--- src/hdl/track_signal_classifier_macros.svh ---
// Assertion macros for the track signal classifier.
// Each check is sampled on the rising edge of clk and is off while rst is high.
`ifndef TRACK_SIGNAL_CLASSIFIER_MACROS_SVH
`define TRACK_SIGNAL_CLASSIFIER_MACROS_SVH

`ifndef SYNTHESIS

// Property must hold at every sampled edge.
`define TSC_ASSERT(label, clk, rst, prop, msg) \
   label: assert property (@(posedge clk) disable iff (rst) (prop)) else $error(msg);

// Condition must never be true at a sampled edge.
`define TSC_ASSERT_NEVER(label, clk, rst, cond, msg) \
   label: assert property (@(posedge clk) disable iff (rst) !(cond)) else $error(msg);

`else

`define TSC_ASSERT(label, clk, rst, prop, msg)

`define TSC_ASSERT_NEVER(label, clk, rst, cond, msg)

`endif

`endif

--- src/hdl/tsc_pkg.sv ---
`default_nettype none

package tsc_pkg;

   // Default counter width
   localparam int COUNT_BITS = 17;

   // Field widths
   localparam int WINDOW_BITS = 16;
   localparam int MODE_BITS   = 8;
   localparam int POWER_BITS  = 8;
   localparam int STATUS_BITS = 2;
   localparam int CSR_DATA_BITS = 16;

   // Register indexes
   localparam logic REG_DEV_MODE      = 1'b0;
   localparam logic REG_SAMPLE_WINDOW = 1'b1;

   // Register reset values
   localparam logic [MODE_BITS-1:0]   DEV_MODE_RESET      = 8'h00;
   localparam logic [WINDOW_BITS-1:0] SAMPLE_WINDOW_RESET = 16'd64;

   // Item kinds
   localparam logic KIND_TICK  = 1'b0;
   localparam logic KIND_POWER = 1'b1;

   // Accepted signal type (upper nibble of dev_mode)
   localparam logic [MODE_BITS-1:0] MODE_MASK = 8'hF0;
   localparam logic [MODE_BITS-1:0] MODE_DCC  = 8'h00;
   localparam logic [MODE_BITS-1:0] MODE_PWM  = 8'h10;

   // Power commands
   localparam logic [MODE_BITS-1:0]  POWERUP_MASK     = 8'h0F;
   localparam logic [POWER_BITS-1:0] CMD_DEV_MODE     = 8'hFF;
   localparam logic [POWER_BITS-1:0] CMD_TOGGLE       = 8'hFE;
   localparam logic [POWER_BITS-1:0] POWER_TOGGLE_BIT = 8'h01;

   // Window classification event, sampler to top
   typedef struct packed {
      logic                   done;
      logic                   pwm;
      logic                   dcc;
   } window_evt_type;

   // One result item
   typedef struct packed {
      logic [STATUS_BITS-1:0] signal_status;
      logic                   signal_changed;
      logic [POWER_BITS-1:0]  power_status;
   } rsp_type;

endpackage

`default_nettype wire

--- src/hdl/tsc_sampler.sv ---
`default_nettype none

module tsc_sampler #(
   parameter int COUNT_BITS = tsc_pkg::COUNT_BITS
) (
   input  wire logic                               clock,
   input  wire logic                               reset,
   input  wire logic                               tick_valid,
   input  wire logic                               pin_a,
   input  wire logic                               pin_b,
   input  wire logic [tsc_pkg::WINDOW_BITS-1:0]    sample_window,
   input  wire logic [tsc_pkg::MODE_BITS-1:0]      dev_mode,
   output tsc_pkg::window_evt_type                 window_evt
);

   localparam int WIDE_BITS =
      (COUNT_BITS > tsc_pkg::WINDOW_BITS) ? COUNT_BITS : tsc_pkg::WINDOW_BITS;

   logic [COUNT_BITS-1:0] hi_a_ff, lo_a_ff, hi_b_ff, lo_b_ff, tick_ff;
   logic [COUNT_BITS-1:0] hi_a_in, lo_a_in, hi_b_in, lo_b_in, tick_in;
   logic [COUNT_BITS-1:0] hi_a_upd, lo_a_upd, hi_b_upd, lo_b_upd, tick_upd;
   logic [COUNT_BITS-1:0] diff;
   logic [tsc_pkg::WINDOW_BITS-1:0] limit;
   logic [tsc_pkg::MODE_BITS-1:0]   mode;
   logic act_a, act_b, window_done;

   // Saturating increment
   function automatic logic [COUNT_BITS-1:0] sat_inc(input logic [COUNT_BITS-1:0] v);
      return (&v) ? v : v + 1'b1;
   endfunction

   // Count this tick per pin level
   always_comb begin
      hi_a_upd = pin_a ? sat_inc(hi_a_ff) : hi_a_ff;
      lo_a_upd = pin_a ? lo_a_ff : sat_inc(lo_a_ff);
      hi_b_upd = pin_b ? sat_inc(hi_b_ff) : hi_b_ff;
      lo_b_upd = pin_b ? lo_b_ff : sat_inc(lo_b_ff);
      tick_upd = sat_inc(tick_ff);
   end

   // Classify the window
   always_comb begin
      window_done = tick_valid && (WIDE_BITS'(tick_upd) > WIDE_BITS'(sample_window));
      limit       = sample_window >> 2;
      act_a       = (|hi_a_upd) && (|lo_a_upd);
      act_b       = (|hi_b_upd) && (|lo_b_upd);
      diff        = (hi_a_upd > lo_b_upd) ? (hi_a_upd - lo_b_upd) : (lo_b_upd - hi_a_upd);
      mode        = dev_mode & tsc_pkg::MODE_MASK;
      window_evt.done = window_done;
      window_evt.pwm  = (act_a != act_b) && (mode == tsc_pkg::MODE_PWM);
      window_evt.dcc  = act_a && act_b && (WIDE_BITS'(diff) < WIDE_BITS'(limit))
                        && (mode == tsc_pkg::MODE_DCC);
   end

   // Next counter values: hold, count, or clear at end of window
   always_comb begin
      hi_a_in = hi_a_ff;
      lo_a_in = lo_a_ff;
      hi_b_in = hi_b_ff;
      lo_b_in = lo_b_ff;
      tick_in = tick_ff;
      if (tick_valid) begin
         if (window_done) begin
            hi_a_in = '0;
            lo_a_in = '0;
            hi_b_in = '0;
            lo_b_in = '0;
            tick_in = '0;
         end else begin
            hi_a_in = hi_a_upd;
            lo_a_in = lo_a_upd;
            hi_b_in = hi_b_upd;
            lo_b_in = lo_b_upd;
            tick_in = tick_upd;
         end
      end
   end

   always_ff @(posedge clock) begin
      if (reset) begin
         hi_a_ff <= '0;
         lo_a_ff <= '0;
         hi_b_ff <= '0;
         lo_b_ff <= '0;
         tick_ff <= '0;
      end else begin
         hi_a_ff <= hi_a_in;
         lo_a_ff <= lo_a_in;
         hi_b_ff <= hi_b_in;
         lo_b_ff <= lo_b_in;
         tick_ff <= tick_in;
      end
   end

endmodule

`default_nettype wire

--- src/hdl/track_signal_classifier.sv ---
// Results are registered on acceptance, into the skid register while rsp_ is stalled.
// Throughput: one item per cycle while req_ready is high; all work is one pass between
// the pin/command inputs and a two-entry output buffer (result plus skid register).
// req_ready drops only while both output entries hold items.
// Reset (synchronous, active high): counters, class status and power status clear to 0,
// dev_mode to 0, sample_window to 64, output buffer empties.
`default_nettype none

`include "track_signal_classifier_macros.svh"

module track_signal_classifier #(
   parameter int COUNT_BITS = tsc_pkg::COUNT_BITS
) (
   input  wire logic                                 clock,
   input  wire logic                                 reset,
   // configuration
   input  wire logic                                 csr_valid,
   output logic                                      csr_ready,
   input  wire logic                                 csr_index,
   input  wire logic [tsc_pkg::CSR_DATA_BITS-1:0]    csr_wdata,
   // input items
   input  wire logic                                 req_valid,
   output logic                                      req_ready,
   input  wire logic                                 req_kind,
   input  wire logic                                 req_pin_a,
   input  wire logic                                 req_pin_b,
   input  wire logic [tsc_pkg::POWER_BITS-1:0]       req_power_cmd,
   // result items
   output logic                                      rsp_valid,
   input  wire logic                                 rsp_ready,
   output logic [tsc_pkg::STATUS_BITS-1:0]           rsp_signal_status,
   output logic                                      rsp_signal_changed,
   output logic [tsc_pkg::POWER_BITS-1:0]            rsp_power_status
);

   logic [tsc_pkg::MODE_BITS-1:0]   dev_mode_ff;
   logic [tsc_pkg::WINDOW_BITS-1:0] sample_window_ff;
   logic [tsc_pkg::STATUS_BITS-1:0] class_status_ff, class_status_in;
   logic [tsc_pkg::POWER_BITS-1:0]  power_state_ff, power_state_in;
   logic                            out_valid_ff, skid_valid_ff;
   tsc_pkg::rsp_type                out_data_ff, skid_data_ff, result;
   tsc_pkg::window_evt_type         window_evt;
   logic [tsc_pkg::STATUS_BITS-1:0] window_class;
   logic                            push, pop, tick_push, power_push, changed;

   assign csr_ready  = 1'b1;
   assign req_ready  = !skid_valid_ff;
   assign push       = req_valid && req_ready;
   assign pop        = out_valid_ff && rsp_ready;
   assign tick_push  = push && (req_kind == tsc_pkg::KIND_TICK);
   assign power_push = push && (req_kind == tsc_pkg::KIND_POWER);

   // Configuration registers
   always_ff @(posedge clock) begin
      if (reset) begin
         dev_mode_ff      <= tsc_pkg::DEV_MODE_RESET;
         sample_window_ff <= tsc_pkg::SAMPLE_WINDOW_RESET;
      end else if (csr_valid) begin
         case (csr_index)
            tsc_pkg::REG_DEV_MODE:      dev_mode_ff      <= csr_wdata[tsc_pkg::MODE_BITS-1:0];
            tsc_pkg::REG_SAMPLE_WINDOW: sample_window_ff <= csr_wdata;
            default: ;
         endcase
      end
   end

   // Pin counters and window classification
   tsc_sampler #(
      .COUNT_BITS (COUNT_BITS)
   ) u_sampler (
      .clock         (clock),
      .reset         (reset),
      .tick_valid    (tick_push),
      .pin_a         (req_pin_a),
      .pin_b         (req_pin_b),
      .sample_window (sample_window_ff),
      .dev_mode      (dev_mode_ff),
      .window_evt    (window_evt)
   );

   // Class status update
   always_comb begin
      window_class    = {window_evt.pwm, window_evt.dcc};
      changed         = window_evt.done && (window_class != class_status_ff);
      class_status_in = window_evt.done ? window_class : class_status_ff;
   end

   // Power status update
   always_comb begin
      power_state_in = power_state_ff;
      if (power_push) begin
         case (req_power_cmd)
            tsc_pkg::CMD_DEV_MODE: power_state_in = dev_mode_ff & tsc_pkg::POWERUP_MASK;
            tsc_pkg::CMD_TOGGLE:   power_state_in = power_state_ff ^ tsc_pkg::POWER_TOGGLE_BIT;
            default:               power_state_in = req_power_cmd;
         endcase
      end
   end

   always_comb begin
      result.signal_status  = class_status_in;
      result.signal_changed = changed;
      result.power_status   = power_state_in;
   end

   always_ff @(posedge clock) begin
      if (reset) begin
         class_status_ff <= '0;
         power_state_ff  <= '0;
      end else begin
         class_status_ff <= class_status_in;
         power_state_ff  <= power_state_in;
      end
   end

   // Output buffer: result register with a skid entry behind it
   always_ff @(posedge clock) begin
      if (reset) begin
         out_valid_ff  <= 1'b0;
         skid_valid_ff <= 1'b0;
      end else if (skid_valid_ff) begin
         if (pop) begin
            out_valid_ff  <= 1'b1;
            skid_valid_ff <= 1'b0;
         end
      end else if (!out_valid_ff || pop) begin
         out_valid_ff <= push;
      end else if (push) begin
         skid_valid_ff <= 1'b1;
      end
   end

   always_ff @(posedge clock) begin
      if (skid_valid_ff) begin
         if (pop) begin
            out_data_ff <= skid_data_ff;
         end
      end else if (!out_valid_ff || pop) begin
         if (push) begin
            out_data_ff <= result;
         end
      end else if (push) begin
         skid_data_ff <= result;
      end
   end

   assign rsp_valid          = out_valid_ff;
   assign rsp_signal_status  = out_data_ff.signal_status;
   assign rsp_signal_changed = out_data_ff.signal_changed;
   assign rsp_power_status   = out_data_ff.power_status;

   // Checks
   `TSC_ASSERT_NEVER(a_skid_without_out, clock, reset, skid_valid_ff && !out_valid_ff,
      "skid entry held while result register is empty")
   `TSC_ASSERT(a_power_keeps_class, clock, reset, power_push |=> $stable(class_status_ff),
      "power command changed class status")
   `TSC_ASSERT(a_tick_keeps_power, clock, reset, tick_push |=> $stable(power_state_ff),
      "sample tick changed power status")
   `TSC_ASSERT(a_class_change_flagged, clock, reset,
      (push && !changed) |=> $stable(class_status_ff),
      "class status changed without change flag")

endmodule

`default_nettype wire
--- config.mk ---
export PLATFORM = sky130hd
export DESIGN_NAME = track_signal_classifier
export DESIGN_NICKNAME = d
export VERILOG_FILES = /design/src/hdl/tsc_pkg.sv /design/src/hdl/tsc_sampler.sv /design/src/hdl/track_signal_classifier.sv
export VERILOG_INCLUDE_DIRS = /design/src /design/src/hdl
export SDC_FILE = /design/constraint.sdc
export NUM_CORES = 1
export LEC_CHECK = 0
export BUFFER_PORTS_ARGS = -buffer_cell sky130_fd_sc_hd__buf_2
export CAP_MARGIN = 20
export CORE_ASPECT_RATIO = 1.5
export CORE_MARGIN = 1.5
export CORE_UTILIZATION = 60
export CTS_BUF_LIST = sky130_fd_sc_hd__clkbuf_16
export CTS_CLUSTER_SIZE = 30
export DETAILED_ROUTE_END_ITERATION = 6
export PLACE_DENSITY = 0.78
export SYNTH_ARGS = -nofsm -noshare
export SYNTH_HDL_FRONTEND = slang
export SYNTH_HIERARCHICAL = 1
export SYNTH_SLANG_ARGS = --single-unit
--- constraint.sdc ---
create_clock -name clock -period 8.47 [get_ports clock]
set_input_delay 0.847 -clock clock [delete_from_list [all_inputs] [get_ports clock]]
set_output_delay 0.847 -clock clock [all_outputs]
set_load 0.02 [all_outputs]
==> metrics <==
Slew @ Worst Pin between 0.8 and 0.9 ns; critical path arrival roughly 7.3 ns; Total GRT Usage between 20% and 30%; CTS tree built; hold endpoint sample_window_ff[3]; clk slew on worst S/H paths roughly 0.06 ns; Detail Placement HPWL ~18 mm; Yosys cell types 78; max_cap viols 0; global-route wire length before repair about 40 mm; H-tree depth 4; Hold Crit Class reg -> reg; syn_nets approximately 1,400; Wirelength per Cell 16.3 microns; r2r setup slk 1.32 ns; VDD IR max around 0.13 mV; final wirelength about 24 mm; share of cells above drive strength 1 slightly above 9%; max_slew headroom between 40% and 50%; DRC Markers 0; Async SR Flop Fraction 0%; initial antenna violation count 0; FILL cells about 1,400; RSZ-0062 raised after global routing no; Seq. cell area approximately 3100 sq um; CTS max path bufs 2; DP Area slightly above 10,000 sq um; starting utilization of the core area 60.9%; Hold WS ~0.46 ns; final worst setup slack 1.32 ns; DP Worst Slack between 1 and 1.5 ns; global placement routability congestion 0.961; Post-Syn Area between 10,000 and 15,000 sq um; Final Critical Period about 7.1 ns; antenna cells 0; gr ovfl total 0; DRT iter0 DRCs about 510; Placed Cells roughly 1,500; pwr/cell area 158 nW/um^2; sequential fraction of the synthesis area roughly 30%; Cells on Worst Hold Path 2; Post CTS Setup Buffer Count 0; chip width 109 microns; # hold bufs at CTS 0; Synth Flop Type dfxtp_1; clock sinks around 140; CP required around 8.6 ns; PortBufs 45; synth-to-layout area growth 7.53%; CTS root buf clkbuf_16; setup violators final 0; fmax between 100 and 150 MHz; critical path type reg -> reg; # rows 58; Worst-Skew Late Latency between 0.4 and 0.5 ns; vias in the first global route 8,501; crit path launch type flip-flop; total number of vias roughly 8,800; core area 16,600 sq um; static leakage ~4.5 nW; clock buffer count from CTS 17; Critical Path End Type flip-flop; hold_sp sample_window_ff[3]; average size of a mapped cell around 8.0 sq um; clk_skew between 0.01 and 0.015 ns; die area approximately 18,000 sq um; Pre-antenna DRT Iters 5; post-synthesis sequential element count 143; vias per cell 5.92; Antenna Nets Post-Route 0; Final Cycle Share around 84%; Post-synth EDFFs 22; status finished, final reports clean; Pins Over Slew Limit 0; synth warn 6; # IOs 47; multi-input logic area 6510 sq um; Final Hold Viols 0; RR Startpoint u_sampler/lo_b_ff[0]; worst-case reg-to-reg path depth 26; post_cts resized 0; Die Y approximately 160 microns; capturing point of the worst reg2reg path rsp_signal_changed; non-filler cells, final roughly 1,500; Setup TNS 0 ns; post-layout util between 60% and 70%; crit-path max FO 12; post-route cell area about 11,000 sq um; Pwr Total about 1.7 mW; pin count of the biggest net entering global routing 85; Layout Nets 1,364; Synth Instances around 1,300
## worst max-delay path, cell delays in order, from the launching register on
cell and delay (ns):
dfxtp_1 0.46, ha_1 0.29, nand3_1 0.17, nor3_1 0.27
a21o_1 0.32, nor2_1 0.10, xnor2_1 0.34, inv_1 0.08
ha_1 0.49, nand3_1 0.23, o32ai_1 0.34, a31o_2 0.17
nand2_1 0.06, a21oi_2 0.44, buf_4 0.30, mux2i_1 0.24
xnor2_1 0.14, ha_1 0.27, a2111oi_0 0.50, a31oi_1 0.15
a211oi_1 0.48, nand2_1 0.09, a2111oi_0 0.26, or2_2 0.19
xnor2_1 0.10, a21boi_0 0.12, mux2_2 0.28
## area by class of cell
type,count,area share [%]
clock buffers,17,3.91
clock inverters,15,0.862
inverters,66,2.28
multi-input cells,983,59.8
flip-flops and latches,143,28.3
well taps,210,2.41
repair buffers,50,2.41
## state kept, by name, indices dropped and copies added, names as in the netlist
signal	count
u_sampler/hi_a_ff	17
u_sampler/hi_b_ff	17
u_sampler/lo_a_ff	17
u_sampler/lo_b_ff	17
u_sampler/tick_ff	17
sample_window_ff	16
skid_data_ff	11
dev_mode_ff	8
power_state_ff	8
rsp_power_status	8
class_status_ff	2
rsp_signal_status	2
rsp_signal_changed	1
rsp_valid	1
skid_valid_ff	1
## cells by family (layout without fill, tap and decap cells)
| logic type | count (synthesis) | count (layout) | synth area share, % |
|---|---|---|---|
| buf+inv | 137 | 148 | 5.46 |
| flops | 143 | 143 | 30.5 |
| mux | 24 | 24 | 2.51 |
| xor+xnor | 144 | 144 | 12.5 |
| fa+ha+maj | 70 | 70 | 8.80 |
| simple gates | 524 | 524 | 25.5 |
| compound gates | 220 | 220 | 14.8 |
| other cells | 1 | 1 | 0.0371 |
## power by group
| part | total (mW) | internal [mW] | switching, mW |
|---|---|---|---|
| combinational | 0.329 | 0.137 | 0.192 |
| clock | 0.669 | 0.372 | 0.297 |
| sequential | 0.720 | 0.709 | 0.0107 |
| total | 1.72 | 1.22 | 0.500 |
## layer usage
| metal | global-route usage [%] | vias to the layer above | wire length (microns) |
|---|---|---|---|
| li1 | - | 4389 | - |
| met1 | 31.4 | 4125 | 9890 |
| met2 | 50.6 | 215 | 12500 |
| met3 | 3.73 | 62 | 797 |
| met4 | 15.1 | 0 | 1010 |
| met5 | 0 | - | 0 |
## worst max path at each step
| stage | startpoint | endpoint | slack (ns) |
|---|---|---|---|
| 6_report | u_sampler/lo_b_ff[0] | rsp_signal_changed | 1.32 |
| 5_1_grt | u_sampler/lo_b_ff[0] | rsp_signal_changed | 0.72 |
| 4_1_cts | u_sampler/lo_b_ff[0] | rsp_signal_changed | 1.44 |
| 3_5_place_dp | req_pin_a | rsp_signal_changed | 1.28 |
| 3_3_place_gp | req_pin_a | rsp_signal_changed | 1.49 |
| 2_1_floorplan | req_pin_a | rsp_signal_changed | 2.29 |
## Yosys cell counts, drive strengths merged (3+ instances only)
master   number  share of area, %
nor4          8              0.62
or2           3              0.19
a2111oi       5              0.68
a31o          6              0.52
nand4        38               2.6
nand2       134               5.0
nor2b        17               1.1
nor3b         3              0.22
o21ai        27               1.4
a31oi        16              0.99
clkbuf       46               1.7
nor3         27               1.4
nand3        59               2.9
mux2         11               1.2
inv          66               2.4
and3         26               1.6
xnor2        69               6.0
o31a          4              0.36
a211oi       18               1.3
o21a         10              0.74
nand3b        7              0.52
a21oi        68               3.4
edfxtp       22               6.5
or4           3              0.22
a22o          4              0.35
dfxtp       121                24
o41ai         3              0.26
and4          8              0.74
nor4b         3              0.26
nor2        149               5.5
buf          25               1.3
nand2b        8              0.49
and2         15              0.94
xor2         75               6.5
mux2i        13               1.3
o21bai        8              0.59
a21o         22               1.6
o22ai         3              0.19
ha           68               8.4
or3          10              0.62
## layout by cell type, fill, tap and decap left out, types with 18 or more instances in the layout
| cell type | n |
|---|---|
| inv_1 | 67 |
| a21oi_1 | 67 |
| edfxtp_1 | 22 |
| nor2_1 | 148 |
| o21ai_0 | 23 |
| ha_1 | 68 |
| nor3_1 | 26 |
| nand2_1 | 134 |
| a21o_1 | 22 |
| dfxtp_1 | 121 |
| nand3_1 | 59 |
| buf_2 | 45 |
| and3_1 | 25 |
| a211oi_1 | 18 |
| nand4_1 | 35 |
| xor2_1 | 75 |
| xnor2_1 | 69 |
(Power assumes the default switching activity.)
